**config.mk**
```make
export PLATFORM = sky130hd
export DESIGN_NAME = triangle_tangent_gram_schmidt_unit_flat
export DESIGN_NICKNAME = d
export VERILOG_FILES = /design/src/hw/rtl/ttgs_pkg.sv /design/src/hw/rtl/ttgs_if.sv /design/src/hw/rtl/triangle_tangent_gram_schmidt_unit.sv /design/src/hw/rtl/ttgs_alu.sv /design/src/flat_wrapper.sv
export VERILOG_INCLUDE_DIRS = /design/src /design/src/hw/rtl
export SDC_FILE = /design/constraint.sdc
export NUM_CORES = 2
export LEC_CHECK = 0
export BUFFER_PORTS_ARGS = -buffer_cell sky130_fd_sc_hd__buf_4
export CAP_MARGIN = 20
export CORE_MARGIN = 4
export CORE_UTILIZATION = 40
export CTS_BUF_LIST = sky130_fd_sc_hd__clkbuf_16
export DETAILED_ROUTE_END_ITERATION = 8
export PLACE_DENSITY_LB_ADDON = 0.1
export SLEW_MARGIN = 20
export SYNTH_ARGS = -nofsm -noshare
export SYNTH_HDL_FRONTEND = slang
export SYNTH_SLANG_ARGS = --single-unit
```
**constraint.sdc**
```tcl
create_clock -name clock -period 50.9 [get_ports clock]
set_input_delay 10.18 -clock clock [delete_from_list [all_inputs] [get_ports clock]]
set_output_delay 10.18 -clock clock [all_outputs]
set_load 0.02 [all_outputs]
```
**src/hw/rtl/triangle_tangent_gram_schmidt_unit_defines.svh**
```systemverilog
// Assertion macros for the triangle tangent unit.
// Used by ttgs_alu and triangle_tangent_gram_schmidt_unit.
`ifndef TRIANGLE_TANGENT_GRAM_SCHMIDT_UNIT_DEFINES_SVH
`define TRIANGLE_TANGENT_GRAM_SCHMIDT_UNIT_DEFINES_SVH

// same-cycle implication
`define TTGS_AST_NOW(label, clk, rst, ante, cons, msg) \
   label: assert property (@(posedge clk) disable iff (rst) (ante) |-> (cons)) \
      else $error(msg);

// next-cycle implication
`define TTGS_AST_NEXT(label, clk, rst, ante, cons, msg) \
   label: assert property (@(posedge clk) disable iff (rst) (ante) |=> (cons)) \
      else $error(msg);

`endif

```
**src/hw/rtl/ttgs_pkg.sv**
```systemverilog
// Shared types and constants for the triangle tangent unit.
// No dependencies.
package ttgs_pkg;

   localparam int POS_W         = 32;
   localparam int EDGE_W        = POS_W + 1;
   localparam int NRM_W         = 16;
   localparam int TAN_W         = 32;
   localparam int ROOT_W        = 32;
   localparam int ACC_W         = 70;
   localparam int MAG_W         = 68;
   localparam int OPB_W         = 34;
   localparam int SQRT_N        = 32;
   localparam int SQRT_TOP      = 62;
   localparam int DIV_N         = 64;
   localparam int CNT_W         = 6;
   localparam int TOP_BITS      = 30;
   localparam int NORM_FRAC_DEF = 14;

   typedef enum logic [1:0] {
      ALU_MAC,
      ALU_SQRT,
      ALU_DIV
   } alu_op_type;

   typedef struct packed {
      logic       start;
      alu_op_type op;
      logic       sub;
   } alu_req_type;

   typedef struct packed {
      logic busy;
      logic done;
   } alu_sts_type;

   typedef enum logic [3:0] {
      S_IDLE,
      S_DET,
      S_TAN,
      S_SHIFT,
      S_SQ,
      S_SQRT,
      S_DIV,
      S_PROJ,
      S_WORTH,
      S_OUT
   } seq_state_type;

endpackage

```
**src/hw/rtl/ttgs_if.sv**
```systemverilog
// Valid/ready channels of the triangle tangent unit: vertex in, tangent out.
// No dependencies.
interface ttgs_req_if;
   logic               valid;
   logic               ready;
   logic signed [31:0] pos_x;
   logic signed [31:0] pos_y;
   logic signed [31:0] pos_z;
   logic signed [31:0] tex_u;
   logic signed [31:0] tex_v;
   logic signed [15:0] norm_x;
   logic signed [15:0] norm_y;
   logic signed [15:0] norm_z;

   modport source (output valid, pos_x, pos_y, pos_z, tex_u, tex_v,
                   norm_x, norm_y, norm_z, input ready);
   modport sink (input valid, pos_x, pos_y, pos_z, tex_u, tex_v,
                 norm_x, norm_y, norm_z, output ready);
endinterface

interface ttgs_rsp_if;
   logic               valid;
   logic               ready;
   logic signed [15:0] tan_x;
   logic signed [15:0] tan_y;
   logic signed [15:0] tan_z;
   logic [1:0]         corner;
   logic               last_of_triangle;

   modport source (output valid, tan_x, tan_y, tan_z, corner, last_of_triangle,
                   input ready);
   modport sink (input valid, tan_x, tan_y, tan_z, corner, last_of_triangle,
                 output ready);
endinterface

```
**src/hw/rtl/triangle_tangent_gram_schmidt_unit.sv**
```systemverilog
// Channel  Dir  Payload                               Handshake
// req_bus  in   pos_x/y/z, tex_u/v, norm_x/y/z         valid/ready
// rsp_bus  out  tan_x/y/z, corner, last_of_triangle    valid/ready
// First two vertices of a triangle are stored in the idle state. The third vertex
// starts the computation on the bit-serial shared unit (MAC, root, divide), with
// result transfers in between. req ready only when idle; the sequencer holds at each
// tangent until rsp transfer. Synchronous reset clears control only.
// Depends on ttgs_pkg, ttgs_if, ttgs_alu and the defines header.
`include "triangle_tangent_gram_schmidt_unit_defines.svh"

module triangle_tangent_gram_schmidt_unit #(
   parameter int NORM_FRAC_BITS = ttgs_pkg::NORM_FRAC_DEF
) (
   input logic        clock,
   input logic        reset,
   ttgs_req_if.sink   req_bus,
   ttgs_rsp_if.source rsp_bus
);
   import ttgs_pkg::*;

   seq_state_type state_ff, state_in;
   logic [1:0]    vcnt_ff, vcnt_in;
   logic          issued_ff, issued_in;
   logic [1:0]    idx_ff, idx_in;
   logic          half_ff, half_in;
   logic          phase_ff, phase_in;
   logic [1:0]    k_ff, k_in;

   logic signed [POS_W-1:0]  hpos_ff [6];
   logic signed [POS_W-1:0]  hpos_in [6];
   logic signed [POS_W-1:0]  huv_ff [4];
   logic signed [POS_W-1:0]  huv_in [4];
   logic signed [NRM_W-1:0]  hnrm_ff [6];
   logic signed [NRM_W-1:0]  hnrm_in [6];
   logic signed [NRM_W-1:0]  n2_ff [3];
   logic signed [NRM_W-1:0]  n2_in [3];
   logic signed [EDGE_W-1:0] e1_ff [3];
   logic signed [EDGE_W-1:0] e1_in [3];
   logic signed [EDGE_W-1:0] e2_ff [3];
   logic signed [EDGE_W-1:0] e2_in [3];
   logic signed [EDGE_W-1:0] du1_ff, du1_in, dv1_ff, dv1_in;
   logic signed [EDGE_W-1:0] du2_ff, du2_in, dv2_ff, dv2_in;
   logic                     dneg_ff, dneg_in;
   logic [ACC_W-1:0]         run_ff, run_in;
   logic [ACC_W-1:0]         proj_ff, proj_in;
   logic [MAG_W-1:0]         mag_ff [3];
   logic [MAG_W-1:0]         mag_in [3];
   logic                     neg_ff [3];
   logic                     neg_in [3];
   logic [ROOT_W-1:0]        root_ff, root_in;
   logic signed [TAN_W-1:0]  tu_ff [3];
   logic signed [TAN_W-1:0]  tu_in [3];
   logic signed [NRM_W-1:0]  res_ff [3];
   logic signed [NRM_W-1:0]  res_in [3];

   alu_req_type      alu_req;
   alu_sts_type      alu_sts;
   logic [ACC_W-1:0] alu_opa, alu_opb, alu_init, alu_res;

   logic signed [POS_W-1:0] in_pos [3];
   logic signed [NRM_W-1:0] in_nrm [3];
   logic signed [NRM_W-1:0] nk [3];
   logic [ACC_W-1:0]        res_abs;
   logic                    res_neg;
   logic [MAG_W-1:0]        orv;
   logic                    req_xfer, rsp_xfer, alu_done, last_idx;
   logic [TAN_W-1:0]        qt;
   logic [NRM_W-1:0]        qn;

   ttgs_alu u_alu (
      .clock   (clock),
      .reset   (reset),
      .alu_req (alu_req),
      .opa     (alu_opa),
      .opb     (alu_opb),
      .init    (alu_init),
      .result  (alu_res),
      .alu_sts (alu_sts)
   );

   assign in_pos[0] = req_bus.pos_x;
   assign in_pos[1] = req_bus.pos_y;
   assign in_pos[2] = req_bus.pos_z;
   assign in_nrm[0] = req_bus.norm_x;
   assign in_nrm[1] = req_bus.norm_y;
   assign in_nrm[2] = req_bus.norm_z;

   assign req_xfer = req_bus.valid && req_bus.ready;
   assign rsp_xfer = rsp_bus.valid && rsp_bus.ready;
   assign alu_done = alu_sts.done;
   assign last_idx = idx_ff == 2'd2;
   assign res_neg  = alu_res[ACC_W-1];
   assign res_abs  = res_neg ? -alu_res : alu_res;
   assign orv      = mag_ff[0] | mag_ff[1] | mag_ff[2];
   assign qt       = alu_res[TAN_W-1:0];
   assign qn       = alu_res[NRM_W-1:0];

   always_comb begin
      for (int c = 0; c < 3; c++) begin
         case (k_ff)
            2'd0:    nk[c] = hnrm_ff[c];
            2'd1:    nk[c] = hnrm_ff[3+c];
            default: nk[c] = n2_ff[c];
         endcase
      end
   end

   // next state
   always_comb begin
      state_in = state_ff;
      case (state_ff)
         S_IDLE:  if (req_xfer && vcnt_ff == 2'd2) state_in = S_DET;
         S_DET: begin
            if (alu_done && half_ff) state_in = (alu_res == '0) ? S_PROJ : S_TAN;
         end
         S_TAN:   if (alu_done && half_ff && last_idx) state_in = S_SHIFT;
         S_SHIFT: begin
            if (orv == '0) state_in = phase_ff ? S_PROJ : S_OUT;
            else if (!(|orv[MAG_W-1:TOP_BITS]) && orv[TOP_BITS-1]) state_in = S_SQ;
         end
         S_SQ:    if (alu_done && last_idx) state_in = S_SQRT;
         S_SQRT:  if (alu_done) state_in = S_DIV;
         S_DIV:   if (alu_done && last_idx) state_in = phase_ff ? S_PROJ : S_OUT;
         S_PROJ:  if (alu_done && last_idx) state_in = S_WORTH;
         S_WORTH: if (alu_done && last_idx) state_in = S_SHIFT;
         S_OUT:   if (rsp_xfer) state_in = (k_ff == 2'd2) ? S_IDLE : S_PROJ;
         default: state_in = S_IDLE;
      endcase
   end

   // outputs and unit requests
   always_comb begin
      req_bus.ready = state_ff == S_IDLE;
      rsp_bus.valid = state_ff == S_OUT;
      alu_req.start = 1'b0;
      alu_req.op    = ALU_MAC;
      alu_req.sub   = 1'b0;
      alu_opa       = '0;
      alu_opb       = '0;
      alu_init      = '0;
      case (state_ff)
         S_DET: begin
            alu_req.start = !issued_ff;
            alu_req.sub   = half_ff;
            alu_opa       = half_ff ? ACC_W'(du2_ff) : ACC_W'(du1_ff);
            alu_opb       = half_ff ? ACC_W'(dv1_ff) : ACC_W'(dv2_ff);
            alu_init      = half_ff ? run_ff : '0;
         end
         S_TAN: begin
            alu_req.start = !issued_ff;
            alu_req.sub   = half_ff;
            alu_opa       = half_ff ? ACC_W'(dv1_ff) : ACC_W'(dv2_ff);
            alu_opb       = half_ff ? ACC_W'(e2_ff[idx_ff]) : ACC_W'(e1_ff[idx_ff]);
            alu_init      = half_ff ? run_ff : '0;
         end
         S_SQ: begin
            alu_req.start = !issued_ff;
            alu_opa       = ACC_W'(mag_ff[idx_ff]);
            alu_opb       = ACC_W'(mag_ff[idx_ff]);
            alu_init      = (idx_ff == 2'd0) ? '0 : run_ff;
         end
         S_SQRT: begin
            alu_req.start = !issued_ff;
            alu_req.op    = ALU_SQRT;
            alu_opa       = run_ff;
         end
         S_DIV: begin
            alu_req.start = !issued_ff;
            alu_req.op    = ALU_DIV;
            alu_opa       = phase_ff
               ? (ACC_W'(mag_ff[idx_ff]) << (TOP_BITS + 1)) + ACC_W'(root_ff)
               : (ACC_W'(mag_ff[idx_ff]) << (NORM_FRAC_BITS + 1)) + ACC_W'(root_ff);
            alu_opb       = ACC_W'(root_ff) << 1;
         end
         S_PROJ: begin
            alu_req.start = !issued_ff;
            alu_opa       = ACC_W'(tu_ff[idx_ff]);
            alu_opb       = ACC_W'(nk[idx_ff]);
            alu_init      = (idx_ff == 2'd0) ? '0 : run_ff;
         end
         S_WORTH: begin
            alu_req.start = !issued_ff;
            alu_req.sub   = 1'b1;
            alu_opa       = proj_ff;
            alu_opb       = ACC_W'(nk[idx_ff]);
            alu_init      = ACC_W'(tu_ff[idx_ff]) << (2 * NORM_FRAC_BITS);
         end
         default: ;
      endcase
      rsp_bus.tan_x            = res_ff[0];
      rsp_bus.tan_y            = res_ff[1];
      rsp_bus.tan_z            = res_ff[2];
      rsp_bus.corner           = k_ff;
      rsp_bus.last_of_triangle = k_ff == 2'd2;
   end

   // sequencer counters and datapath
   always_comb begin
      vcnt_in   = vcnt_ff;
      issued_in = issued_ff;
      idx_in    = idx_ff;
      half_in   = half_ff;
      phase_in  = phase_ff;
      k_in      = k_ff;
      hpos_in   = hpos_ff;
      huv_in    = huv_ff;
      hnrm_in   = hnrm_ff;
      n2_in     = n2_ff;
      e1_in     = e1_ff;
      e2_in     = e2_ff;
      du1_in    = du1_ff;
      dv1_in    = dv1_ff;
      du2_in    = du2_ff;
      dv2_in    = dv2_ff;
      dneg_in   = dneg_ff;
      run_in    = run_ff;
      proj_in   = proj_ff;
      mag_in    = mag_ff;
      neg_in    = neg_ff;
      root_in   = root_ff;
      tu_in     = tu_ff;
      res_in    = res_ff;

      if (alu_req.start) issued_in = 1'b1;
      if (alu_done) issued_in = 1'b0;

      case (state_ff)
         S_IDLE: begin
            if (req_xfer) begin
               if (vcnt_ff == 2'd2) begin
                  vcnt_in = 2'd0;
                  for (int c = 0; c < 3; c++) begin
                     e1_in[c] = EDGE_W'(hpos_ff[3+c]) - EDGE_W'(hpos_ff[c]);
                     e2_in[c] = EDGE_W'(in_pos[c]) - EDGE_W'(hpos_ff[c]);
                     n2_in[c] = in_nrm[c];
                  end
                  du1_in = EDGE_W'(huv_ff[2]) - EDGE_W'(huv_ff[0]);
                  dv1_in = EDGE_W'(huv_ff[3]) - EDGE_W'(huv_ff[1]);
                  du2_in = EDGE_W'(req_bus.tex_u) - EDGE_W'(huv_ff[0]);
                  dv2_in = EDGE_W'(req_bus.tex_v) - EDGE_W'(huv_ff[1]);
                  k_in    = 2'd0;
                  idx_in  = 2'd0;
                  half_in = 1'b0;
               end else begin
                  vcnt_in = vcnt_ff + 2'd1;
                  for (int c = 0; c < 3; c++) begin
                     if (vcnt_ff == 2'd0) begin
                        hpos_in[c] = in_pos[c];
                        hnrm_in[c] = in_nrm[c];
                     end else begin
                        hpos_in[3+c] = in_pos[c];
                        hnrm_in[3+c] = in_nrm[c];
                     end
                  end
                  if (vcnt_ff == 2'd0) begin
                     huv_in[0] = req_bus.tex_u;
                     huv_in[1] = req_bus.tex_v;
                  end else begin
                     huv_in[2] = req_bus.tex_u;
                     huv_in[3] = req_bus.tex_v;
                  end
               end
            end
         end
         S_DET: begin
            if (alu_done) begin
               run_in  = alu_res;
               half_in = !half_ff;
               if (half_ff) begin
                  dneg_in = res_neg;
                  idx_in  = 2'd0;
                  if (alu_res == '0) begin
                     for (int c = 0; c < 3; c++) tu_in[c] = '0;
                  end
               end
            end
         end
         S_TAN: begin
            if (alu_done) begin
               run_in  = alu_res;
               half_in = !half_ff;
               if (half_ff) begin
                  mag_in[idx_ff] = res_abs[MAG_W-1:0];
                  neg_in[idx_ff] = res_neg ^ dneg_ff;
                  idx_in         = last_idx ? 2'd0 : idx_ff + 2'd1;
                  phase_in       = 1'b1;
               end
            end
         end
         S_SHIFT: begin
            idx_in = 2'd0;
            if (orv == '0) begin
               if (phase_ff) begin
                  for (int c = 0; c < 3; c++) tu_in[c] = '0;
               end else begin
                  res_in[0] = NRM_W'(1) << NORM_FRAC_BITS;
                  res_in[1] = '0;
                  res_in[2] = '0;
               end
            end else if (|orv[MAG_W-1:TOP_BITS]) begin
               for (int c = 0; c < 3; c++) mag_in[c] = mag_ff[c] >> 1;
            end else if (!orv[TOP_BITS-1]) begin
               for (int c = 0; c < 3; c++) mag_in[c] = mag_ff[c] << 1;
            end
         end
         S_SQ: begin
            if (alu_done) begin
               run_in = alu_res;
               idx_in = last_idx ? 2'd0 : idx_ff + 2'd1;
            end
         end
         S_SQRT: begin
            if (alu_done) begin
               root_in = alu_res[ROOT_W-1:0];
               idx_in  = 2'd0;
            end
         end
         S_DIV: begin
            if (alu_done) begin
               if (phase_ff) tu_in[idx_ff] = neg_ff[idx_ff] ? -qt : qt;
               else res_in[idx_ff] = neg_ff[idx_ff] ? -qn : qn;
               idx_in = last_idx ? 2'd0 : idx_ff + 2'd1;
            end
         end
         S_PROJ: begin
            if (alu_done) begin
               run_in = alu_res;
               if (last_idx) proj_in = alu_res;
               idx_in = last_idx ? 2'd0 : idx_ff + 2'd1;
            end
         end
         S_WORTH: begin
            if (alu_done) begin
               mag_in[idx_ff] = res_abs[MAG_W-1:0];
               neg_in[idx_ff] = res_neg;
               idx_in         = last_idx ? 2'd0 : idx_ff + 2'd1;
               phase_in       = 1'b0;
            end
         end
         S_OUT: begin
            if (rsp_xfer) begin
               idx_in = 2'd0;
               k_in   = (k_ff == 2'd2) ? 2'd0 : k_ff + 2'd1;
            end
         end
         default: ;
      endcase
   end

   always_ff @(posedge clock) begin
      if (reset) begin
         state_ff  <= S_IDLE;
         vcnt_ff   <= 2'd0;
         issued_ff <= 1'b0;
         idx_ff    <= 2'd0;
         half_ff   <= 1'b0;
         phase_ff  <= 1'b0;
         k_ff      <= 2'd0;
      end else begin
         state_ff  <= state_in;
         vcnt_ff   <= vcnt_in;
         issued_ff <= issued_in;
         idx_ff    <= idx_in;
         half_ff   <= half_in;
         phase_ff  <= phase_in;
         k_ff      <= k_in;
      end
   end

   always_ff @(posedge clock) begin
      hpos_ff <= hpos_in;
      huv_ff  <= huv_in;
      hnrm_ff <= hnrm_in;
      n2_ff   <= n2_in;
      e1_ff   <= e1_in;
      e2_ff   <= e2_in;
      du1_ff  <= du1_in;
      dv1_ff  <= dv1_in;
      du2_ff  <= du2_in;
      dv2_ff  <= dv2_in;
      dneg_ff <= dneg_in;
      run_ff  <= run_in;
      proj_ff <= proj_in;
      mag_ff  <= mag_in;
      neg_ff  <= neg_in;
      root_ff <= root_in;
      tu_ff   <= tu_in;
      res_ff  <= res_in;
   end

   `TTGS_AST_NOW(a_out_blocks_in, clock, reset, rsp_bus.valid, !req_bus.ready, "vertex taken while tangent pending")
   `TTGS_AST_NEXT(a_last_frees, clock, reset, rsp_xfer && rsp_bus.last_of_triangle, req_bus.ready, "not idle after last tangent")
   `TTGS_AST_NOW(a_start_idle_unit, clock, reset, alu_req.start, !alu_sts.busy && !alu_done, "unit restarted while working")

endmodule

```
**src/hw/rtl/ttgs_alu.sv**
```systemverilog
// Shared bit-serial unit: multiply-accumulate, integer square root, divide.
// Depends on ttgs_pkg and the defines header.
`include "triangle_tangent_gram_schmidt_unit_defines.svh"

module ttgs_alu (
   input  logic                       clock,
   input  logic                       reset,
   input  ttgs_pkg::alu_req_type      alu_req,
   input  logic [ttgs_pkg::ACC_W-1:0] opa,
   input  logic [ttgs_pkg::ACC_W-1:0] opb,
   input  logic [ttgs_pkg::ACC_W-1:0] init,
   output logic [ttgs_pkg::ACC_W-1:0] result,
   output ttgs_pkg::alu_sts_type      alu_sts
);
   import ttgs_pkg::*;

   logic             busy_ff, busy_in;
   logic             done_ff, done_in;
   alu_op_type       op_ff, op_in;
   logic             sub_ff, sub_in;
   logic [CNT_W-1:0] cnt_ff, cnt_in;
   logic [ACC_W-1:0] acc_ff, acc_in;
   logic [ACC_W-1:0] a_ff, a_in;
   logic [ACC_W-1:0] b_ff, b_in;

   logic [ACC_W-1:0] addend, trial, shifted;
   logic             ge;

   always_comb begin
      busy_in = busy_ff;
      done_in = 1'b0;
      op_in   = op_ff;
      sub_in  = sub_ff;
      cnt_in  = cnt_ff;
      acc_in  = acc_ff;
      a_in    = a_ff;
      b_in    = b_ff;
      addend  = '0;
      trial   = '0;
      shifted = '0;
      ge      = 1'b0;
      if (alu_req.start) begin
         busy_in = 1'b1;
         op_in   = alu_req.op;
         sub_in  = alu_req.sub;
         case (alu_req.op)
            ALU_MAC: begin
               acc_in = init;
               a_in   = opa;
               b_in   = opb;
               cnt_in = CNT_W'(OPB_W - 1);
            end
            ALU_SQRT: begin
               acc_in = opa;
               a_in   = '0;
               b_in   = ACC_W'(1) << SQRT_TOP;
               cnt_in = CNT_W'(SQRT_N - 1);
            end
            default: begin
               acc_in = '0;
               a_in   = opa;
               b_in   = opb;
               cnt_in = CNT_W'(DIV_N - 1);
            end
         endcase
      end else if (busy_ff) begin
         case (op_ff)
            ALU_MAC: begin
               // top multiplier bit carries negative weight
               addend = (sub_ff ^ (cnt_ff == '0)) ? -a_ff : a_ff;
               if (b_ff[0]) acc_in = acc_ff + addend;
               a_in = a_ff << 1;
               b_in = b_ff >> 1;
            end
            ALU_SQRT: begin
               trial = a_ff + b_ff;
               ge    = acc_ff >= trial;
               if (ge) begin
                  acc_in = acc_ff - trial;
                  a_in   = (a_ff >> 1) + b_ff;
               end else begin
                  a_in = a_ff >> 1;
               end
               b_in = b_ff >> 2;
            end
            default: begin
               shifted = {acc_ff[ACC_W-2:0], a_ff[DIV_N-1]};
               ge      = shifted >= b_ff;
               acc_in  = ge ? shifted - b_ff : shifted;
               a_in    = {a_ff[ACC_W-2:0], ge};
            end
         endcase
         cnt_in = cnt_ff - 1'b1;
         if (cnt_ff == '0) begin
            busy_in = 1'b0;
            done_in = 1'b1;
         end
      end
   end

   always_ff @(posedge clock) begin
      if (reset) begin
         busy_ff <= 1'b0;
         done_ff <= 1'b0;
         op_ff   <= ALU_MAC;
         sub_ff  <= 1'b0;
         cnt_ff  <= '0;
      end else begin
         busy_ff <= busy_in;
         done_ff <= done_in;
         op_ff   <= op_in;
         sub_ff  <= sub_in;
         cnt_ff  <= cnt_in;
      end
   end

   always_ff @(posedge clock) begin
      acc_ff <= acc_in;
      a_ff   <= a_in;
      b_ff   <= b_in;
   end

   always_comb begin
      case (op_ff)
         ALU_MAC:  result = acc_ff;
         ALU_SQRT: result = a_ff;
         default:  result = {{(ACC_W - DIV_N){1'b0}}, a_ff[DIV_N-1:0]};
      endcase
   end

   assign alu_sts.busy = busy_ff;
   assign alu_sts.done = done_ff;

   `TTGS_AST_NEXT(a_start_busy, clock, reset, alu_req.start, busy_ff, "start did not raise busy")
   `TTGS_AST_NOW(a_done_end, clock, reset, done_ff, $past(busy_ff) && !busy_ff, "stray done")
   `TTGS_AST_NOW(a_no_start_busy, clock, reset, alu_req.start, !busy_ff, "start while busy")

endmodule
```
**src/flat_wrapper.sv**
```systemverilog
// flat-port wrapper written by rule: the top's interface ports become plain ports
module triangle_tangent_gram_schmidt_unit_flat import ttgs_pkg::*;
#(
   parameter int NORM_FRAC_BITS = ttgs_pkg::NORM_FRAC_DEF
)
  (clock, reset, req_bus_valid, req_bus_pos_x, req_bus_pos_y, req_bus_pos_z, req_bus_tex_u, req_bus_tex_v, req_bus_norm_x, req_bus_norm_y, req_bus_norm_z, req_bus_ready, rsp_bus_valid, rsp_bus_tan_x, rsp_bus_tan_y, rsp_bus_tan_z, rsp_bus_corner, rsp_bus_last_of_triangle, rsp_bus_ready);
  ttgs_req_if req_bus_i ();
  ttgs_rsp_if rsp_bus_i ();
  input logic clock;
  input logic reset;
  input wire logic [$bits(req_bus_i.valid)-1:0] req_bus_valid;
  input wire logic [$bits(req_bus_i.pos_x)-1:0] req_bus_pos_x;
  input wire logic [$bits(req_bus_i.pos_y)-1:0] req_bus_pos_y;
  input wire logic [$bits(req_bus_i.pos_z)-1:0] req_bus_pos_z;
  input wire logic [$bits(req_bus_i.tex_u)-1:0] req_bus_tex_u;
  input wire logic [$bits(req_bus_i.tex_v)-1:0] req_bus_tex_v;
  input wire logic [$bits(req_bus_i.norm_x)-1:0] req_bus_norm_x;
  input wire logic [$bits(req_bus_i.norm_y)-1:0] req_bus_norm_y;
  input wire logic [$bits(req_bus_i.norm_z)-1:0] req_bus_norm_z;
  output wire logic [$bits(req_bus_i.ready)-1:0] req_bus_ready;
  output wire logic [$bits(rsp_bus_i.valid)-1:0] rsp_bus_valid;
  output wire logic [$bits(rsp_bus_i.tan_x)-1:0] rsp_bus_tan_x;
  output wire logic [$bits(rsp_bus_i.tan_y)-1:0] rsp_bus_tan_y;
  output wire logic [$bits(rsp_bus_i.tan_z)-1:0] rsp_bus_tan_z;
  output wire logic [$bits(rsp_bus_i.corner)-1:0] rsp_bus_corner;
  output wire logic [$bits(rsp_bus_i.last_of_triangle)-1:0] rsp_bus_last_of_triangle;
  input wire logic [$bits(rsp_bus_i.ready)-1:0] rsp_bus_ready;
  assign req_bus_i.valid = req_bus_valid;
  assign req_bus_i.pos_x = req_bus_pos_x;
  assign req_bus_i.pos_y = req_bus_pos_y;
  assign req_bus_i.pos_z = req_bus_pos_z;
  assign req_bus_i.tex_u = req_bus_tex_u;
  assign req_bus_i.tex_v = req_bus_tex_v;
  assign req_bus_i.norm_x = req_bus_norm_x;
  assign req_bus_i.norm_y = req_bus_norm_y;
  assign req_bus_i.norm_z = req_bus_norm_z;
  assign req_bus_ready = req_bus_i.ready;
  assign rsp_bus_valid = rsp_bus_i.valid;
  assign rsp_bus_tan_x = rsp_bus_i.tan_x;
  assign rsp_bus_tan_y = rsp_bus_i.tan_y;
  assign rsp_bus_tan_z = rsp_bus_i.tan_z;
  assign rsp_bus_corner = rsp_bus_i.corner;
  assign rsp_bus_last_of_triangle = rsp_bus_i.last_of_triangle;
  assign rsp_bus_i.ready = rsp_bus_ready;
  triangle_tangent_gram_schmidt_unit #(.NORM_FRAC_BITS(NORM_FRAC_BITS)) u_core (.clock(clock), .reset(reset), .req_bus(req_bus_i), .rsp_bus(rsp_bus_i));
endmodule
```
### Word-level counts from Yosys, hierarchy flattened

Cells that the tools add are included.

| operators by class | value |
|---|---|
| add/subtract/negate cells | 25 |
| magnitude comparators | 4 |
| eq/ne operators | 45 |
| mux-type cells | 136 |
| bitwise logic cells | 8 |
| reductions and logical operators | 56 |

Operators by type and width:

| operator | count |
|---|---|
| $mux W70 | 19 |
| $mux W204 | 6 |
| $pmux W70 S2 | 5 |
| $mux W96 | 7 |
| $pmux W204 S3 | 1 |
| $pmux W70 S7 | 1 |
| $pmux W70 S5 | 1 |
| $sub A32 B32 Y33 | 10 |
| $pmux W96 S3 | 1 |
| $mux W68 | 4 |
| $pmux W70 S3 | 1 |
| $bwmux W204 | 1 |
| $mux W48 | 4 |
| $add A70 B32 Y70 | 2 |
| $add A70 B70 Y70 | 2 |
| $ge A70 B70 Y1 | 2 |
| $sub A70 B70 Y70 | 2 |
| $bmux W68 S2 | 1 |
| $demux W68 S2 | 1 |
| $or A68 B68 Y68 | 2 |
| $bmux W33 S2 | 2 |
| $mux W33 | 4 |
| $mux W32 | 4 |
| $bwmux W96 | 1 |
| 67 further kinds | 190 |

| storage, ports and cells | value |
|---|---|
| bits in registers | 1552 |
| output and inout bits | 53 |
| logic and storage cells | 334 |

### Longest topological paths before layout

| depth | value |
|---|---|
| depth after elaboration | 9 |
| gate-level depth with buffers | 30 |
| mapped depth without buffers | 27 |

### Hierarchy

A second synthesis with hierarchy kept.

| second synthesis, totals | value |
|---|---|
| cells, all modules | 11679 |
| area, all modules | 110736.2 µm² |

By module, submodules not included:

| module | times used | cells each | area each (µm²) | seq. area each (µm²) |
|---|---|---|---|---|
| triangle_tangent_gram_schmidt_unit | 1 | 6759 | 74853.0 | 39838.2 |
| ttgs_alu | 1 | 4920 | 35883.2 | 6526.3 |

### Least setup slack after synthesis

No wires, ideal clock.

| path | value |
|---|---|
| path kind | in2reg |
| from | input port req_bus_valid |
| to | register u_core.du1_ff[0] (enable) |
| library setup time | 1.660 ns |
| arrival time | 37.565 ns |
| required time | 49.240 ns |
| setup slack | 11.675 ns |
| stages on the path | 2 |
| path through | nand2_1 > nor3b_1 |

| on the way | value |
|---|---|
| word-level cells in the longest chain between the ends | 2 |

Ends and longest elaborated chain:

| element | RTL line | text |
|---|---|---|
| start, declared | flat_wrapper.sv:11 | `input wire logic [$bits(req_bus_i.valid)-1:0] req_bus_valid;` |
| $logic_and A1 B1 Y1 | triangle_tangent_gram_schmidt_unit.sv:88 | `assign req_xfer = req_bus.valid && req_bus.ready;` |
| $reduce_and A3 Y1 (no source line) | - |  |
| end signal, assigned | triangle_tangent_gram_schmidt_unit.sv:377 | `du1_ff <= du1_in;` |
| end, declared | triangle_tangent_gram_schmidt_unit.sv:41 | `logic signed [EDGE_W-1:0] du1_ff, du1_in, dv1_ff, dv1_in;` |

No other way between the ends.
A chain may end at the register's enable or synchronous reset.

### Worst setup path in the final report

| path | value |
|---|---|
| from | input port req_bus_valid |
| to | register u_core.du1_ff[30] (enable) |

Same word-level chain as after synthesis.

==> impl_results.md <==
* Status: finished, final reports clean
* Crit end category: register
* Final Hold Fails at 0
* DRT Wirelength at 463800 um
* Max stage delay cell, worst path: nor3b_2
* Worst Hold Depth at 2
* Commonest non-fill, non-tap cells in the layout: 1528 x edfxtp_1, 1117 x nand2_1, 1102 x a21oi_1
* Worst-path cell chain: buf_4 -> nand2_1 -> nor3b_2 -> buf_4 -> buf_4 -> buf_4 -> buf_12
* Sink of the worst hold path: u_core.u_alu.cnt_ff[4]
* Total track usage at 32.04%
* Post_cts resized at 0
* Max frequency at 71.66 MHz
* Worst-path maximum fanout at 142
* Crit path kind: in -> reg
* Total CTS buffers at 193
* Clk pin slew, worst setup/hold paths at 60 ps
* Setup TNS at 0 ps
* RePlAce Congestion at 1.034
* Syn Std Cell Area at 107700 um^2
* Post-Syn Nets at 12130
* Die height at 526.9 um
* Pre-CTS setup slack at 36050 ps
* Max Cap Viol at 0
* CTS tree: done
* Final nets at 12260
* Largest delay contributor family on the critical path: buffers and inverters
* Port buffer count at 264
* Fin crit period at 13960 ps
* Clock root cell: clkbuf_16
* First-pass GRT wire length at 653600 um
* Total gr overflow at 0
* FF-to-FF setup slack at 39170 ps
* Max H-tree Level at 4
* Syn Inst Count at 11210
* Vias at 94350
* Yosys warns at 0
* Buffers & Inverters on Critical Path at 5
* Hold Startpoint: u_core.u_alu.cnt_ff[4]
* Post-synth ARST share at 0%
* Sequential area share after synthesis at 43.05%
* 1st-iter DRT viols at 10970
* Critical path data required time at 51340 ps
* Least-Margin Pin Slew at 1281 ps
* Die Wd at 526.9 um
* Wire per inst at 30.82 um
* Unique masters post-synth at 90
* Layout cells sized above 1 at 8.005%
* Worst EP arrival at 14400 ps
* CP startpoint: req_bus_valid
* RSZ-0062 raised after global routing: no
* Detail Route Antenna Nets at 0
* Rows at 190
* Slew HR at 13.45%
* CTS Buffer Depth at 4
* DRC viols at 0
* Hold Path Class: reg -> reg
* Max Transition Viols Final at 0
* Setup Viol. Count Final at 0
* Core Region at 267900 um^2
* Most frequent CP cell: buf_4
* R2R Path Start: u_core.u_alu.b_ff[0]
* Avg Cell Area, Syn at 9.604 um^2
* Setup Buffers After CTS at 0
* Slowest cell delay on critical path at 830 ps
* DR pass1 iterations at 9
* Clock skew at 79.10 ps
* Reg2reg end: u_core.u_alu.a_ff[29]
* IO Pins at 265
* Worst skew pair latency at 900 ps
* Sink Count at 1552
* Final setup margin at 36940 ps
* Fin crit share at 27.42%
* Reg2Reg Depth at 27
* Worst Setup Start Kind: primary input
* CTS Hold Buffers Added at 0
* Top_reg_cell synth: edfxtp_1
* Initial core utilization at 40.20%
* Vias in the first global route at 90160
* Number of flops mapped to enable cells by yosys at 1528
* WP depth at 7
* DP Wirelength at 354700 um
* Pin count of the biggest net entering global routing at 143
* Die Area at 277600 um^2
* Yosys reg bits at 1552
* Initial antenna violation count at 34
* Most common cell after layout, fill and taps aside: edfxtp_1
* Via density at 6.270
* Layout area overhead at 11.59%
[layout make-up]
cell class                 count  area [um^2]
fill                       25670       147800
clock buffer                 194         4855
timing repair buffer         489         3754
antenna                       14        35.03
clock inverter               145         1079
inverter                     537         2016
sequential                  1552        46390
multi-input combinational   8564        57600
tap                         3552         4444
[cell usage after synthesis (all sizes together) (93+ instances only)]
cell	instances	area [um^2]
a211oi	116	870.8
a21o	359	2695
a21oi	1111	5560
a22o	110	963.4
a31oi	141	882.1
clkbuf	474	1780
edfxtp	1528	45880
ha	690	8633
inv	534	2004
mux2i	434	4344
nand2	1126	4227
nand3	200	1001
nand4	135	844.6
nor2	809	3039
nor2b	103	644.4
nor3	159	795.8
nor4	97	606.8
o211ai	139	1044
o21a	120	900.9
o21ai	683	3418
o21bai	93	698.2
o22ai	182	1139
xnor2	555	4861
xor2	261	2286
[worst reg2reg max path, delay by kind of cell, from the launching register on]
kind	cells	cell delay (ps)
AO/OA/AOI/OAI	14	5730
XOR/XNOR	1	120
adder cells (fa/ha/maj)	3	1240
buffers and inverters	3	1560
flip-flops	1	630
AND/OR/NAND/NOR	6	2190
[metrics by stage]
step           instances  area (um^2)  hold WS (ps)  utilization [%]
2_1_floorplan      11210       107700         445.0                -
3_3_place_gp       14690       114100         495.0            42.60
3_5_place_dp       14690       114200         511.9            42.61
4_1_cts            15030       120100         523.6            44.83
5_1_grt            15040       120100         558.0            44.84
6_report           15050       120200         524.0            44.85
[metal layers]
layer	up-vias	global-route usage (%)	part of all wire [%]
met4	8	17.90	6.5
met1	46300	42.08	41
li1	42260	-	-
met5	-	0	0.013
met2	4764	49.59	44
met3	1019	6.285	8.7
[worst max-delay path by stage]
stage                         to  slack (ps)
5_1_grt        u_core.du1_ff[28]       36630
6_report       u_core.du1_ff[30]       36940
3_5_place_dp   u_core.du1_ff[29]       36050
2_1_floorplan   u_core.du1_ff[0]       11680
3_3_place_gp   u_core.du1_ff[28]       36100
4_1_cts        u_core.du1_ff[28]       36900
[logic make-up after synthesis]
| group | Yosys count | synth area share [%] |
|---|---|---|
| AO/OA/AOI/OAI | 3591 | 21.18 |
| multiplexers | 455 | 4.264 |
| adder cells (fa/ha/maj) | 706 | 8.314 |
| AND/OR/NAND/NOR | 2996 | 12.67 |
| XOR/XNOR | 816 | 6.636 |
| buffers and inverters | 1097 | 3.877 |
| flip-flops | 1552 | 43.05 |
[state kept, by name, indices dropped and copies added (netlist names), 4 cells and up]
register              count
u_core.dv2_ff            33
u_core.tu_ff             96
u_core.du2_ff            33
u_core.huv_ff           128
u_core.rsp_bus.tan_y     16
u_core.rsp_bus.tan_x     16
u_core.dv1_ff            33
u_core.hpos_ff          192
u_core.e1_ff             99
u_core.state_ff           4
u_core.u_alu.cnt_ff       6
u_core.hnrm_ff           96
u_core.rsp_bus.tan_z     16
u_core.run_ff            70
u_core.du1_ff            33
u_core.u_alu.a_ff        70
u_core.proj_ff           70
u_core.u_alu.acc_ff      70
u_core.u_alu.b_ff        70
u_core.root_ff           32
u_core.mag_ff           204
u_core.n2_ff             48
u_core.e2_ff             99
Power is left out: the tool's default activity adds up to more than one toggle a clock period on the data nets, which glitch-free logic cannot reach.
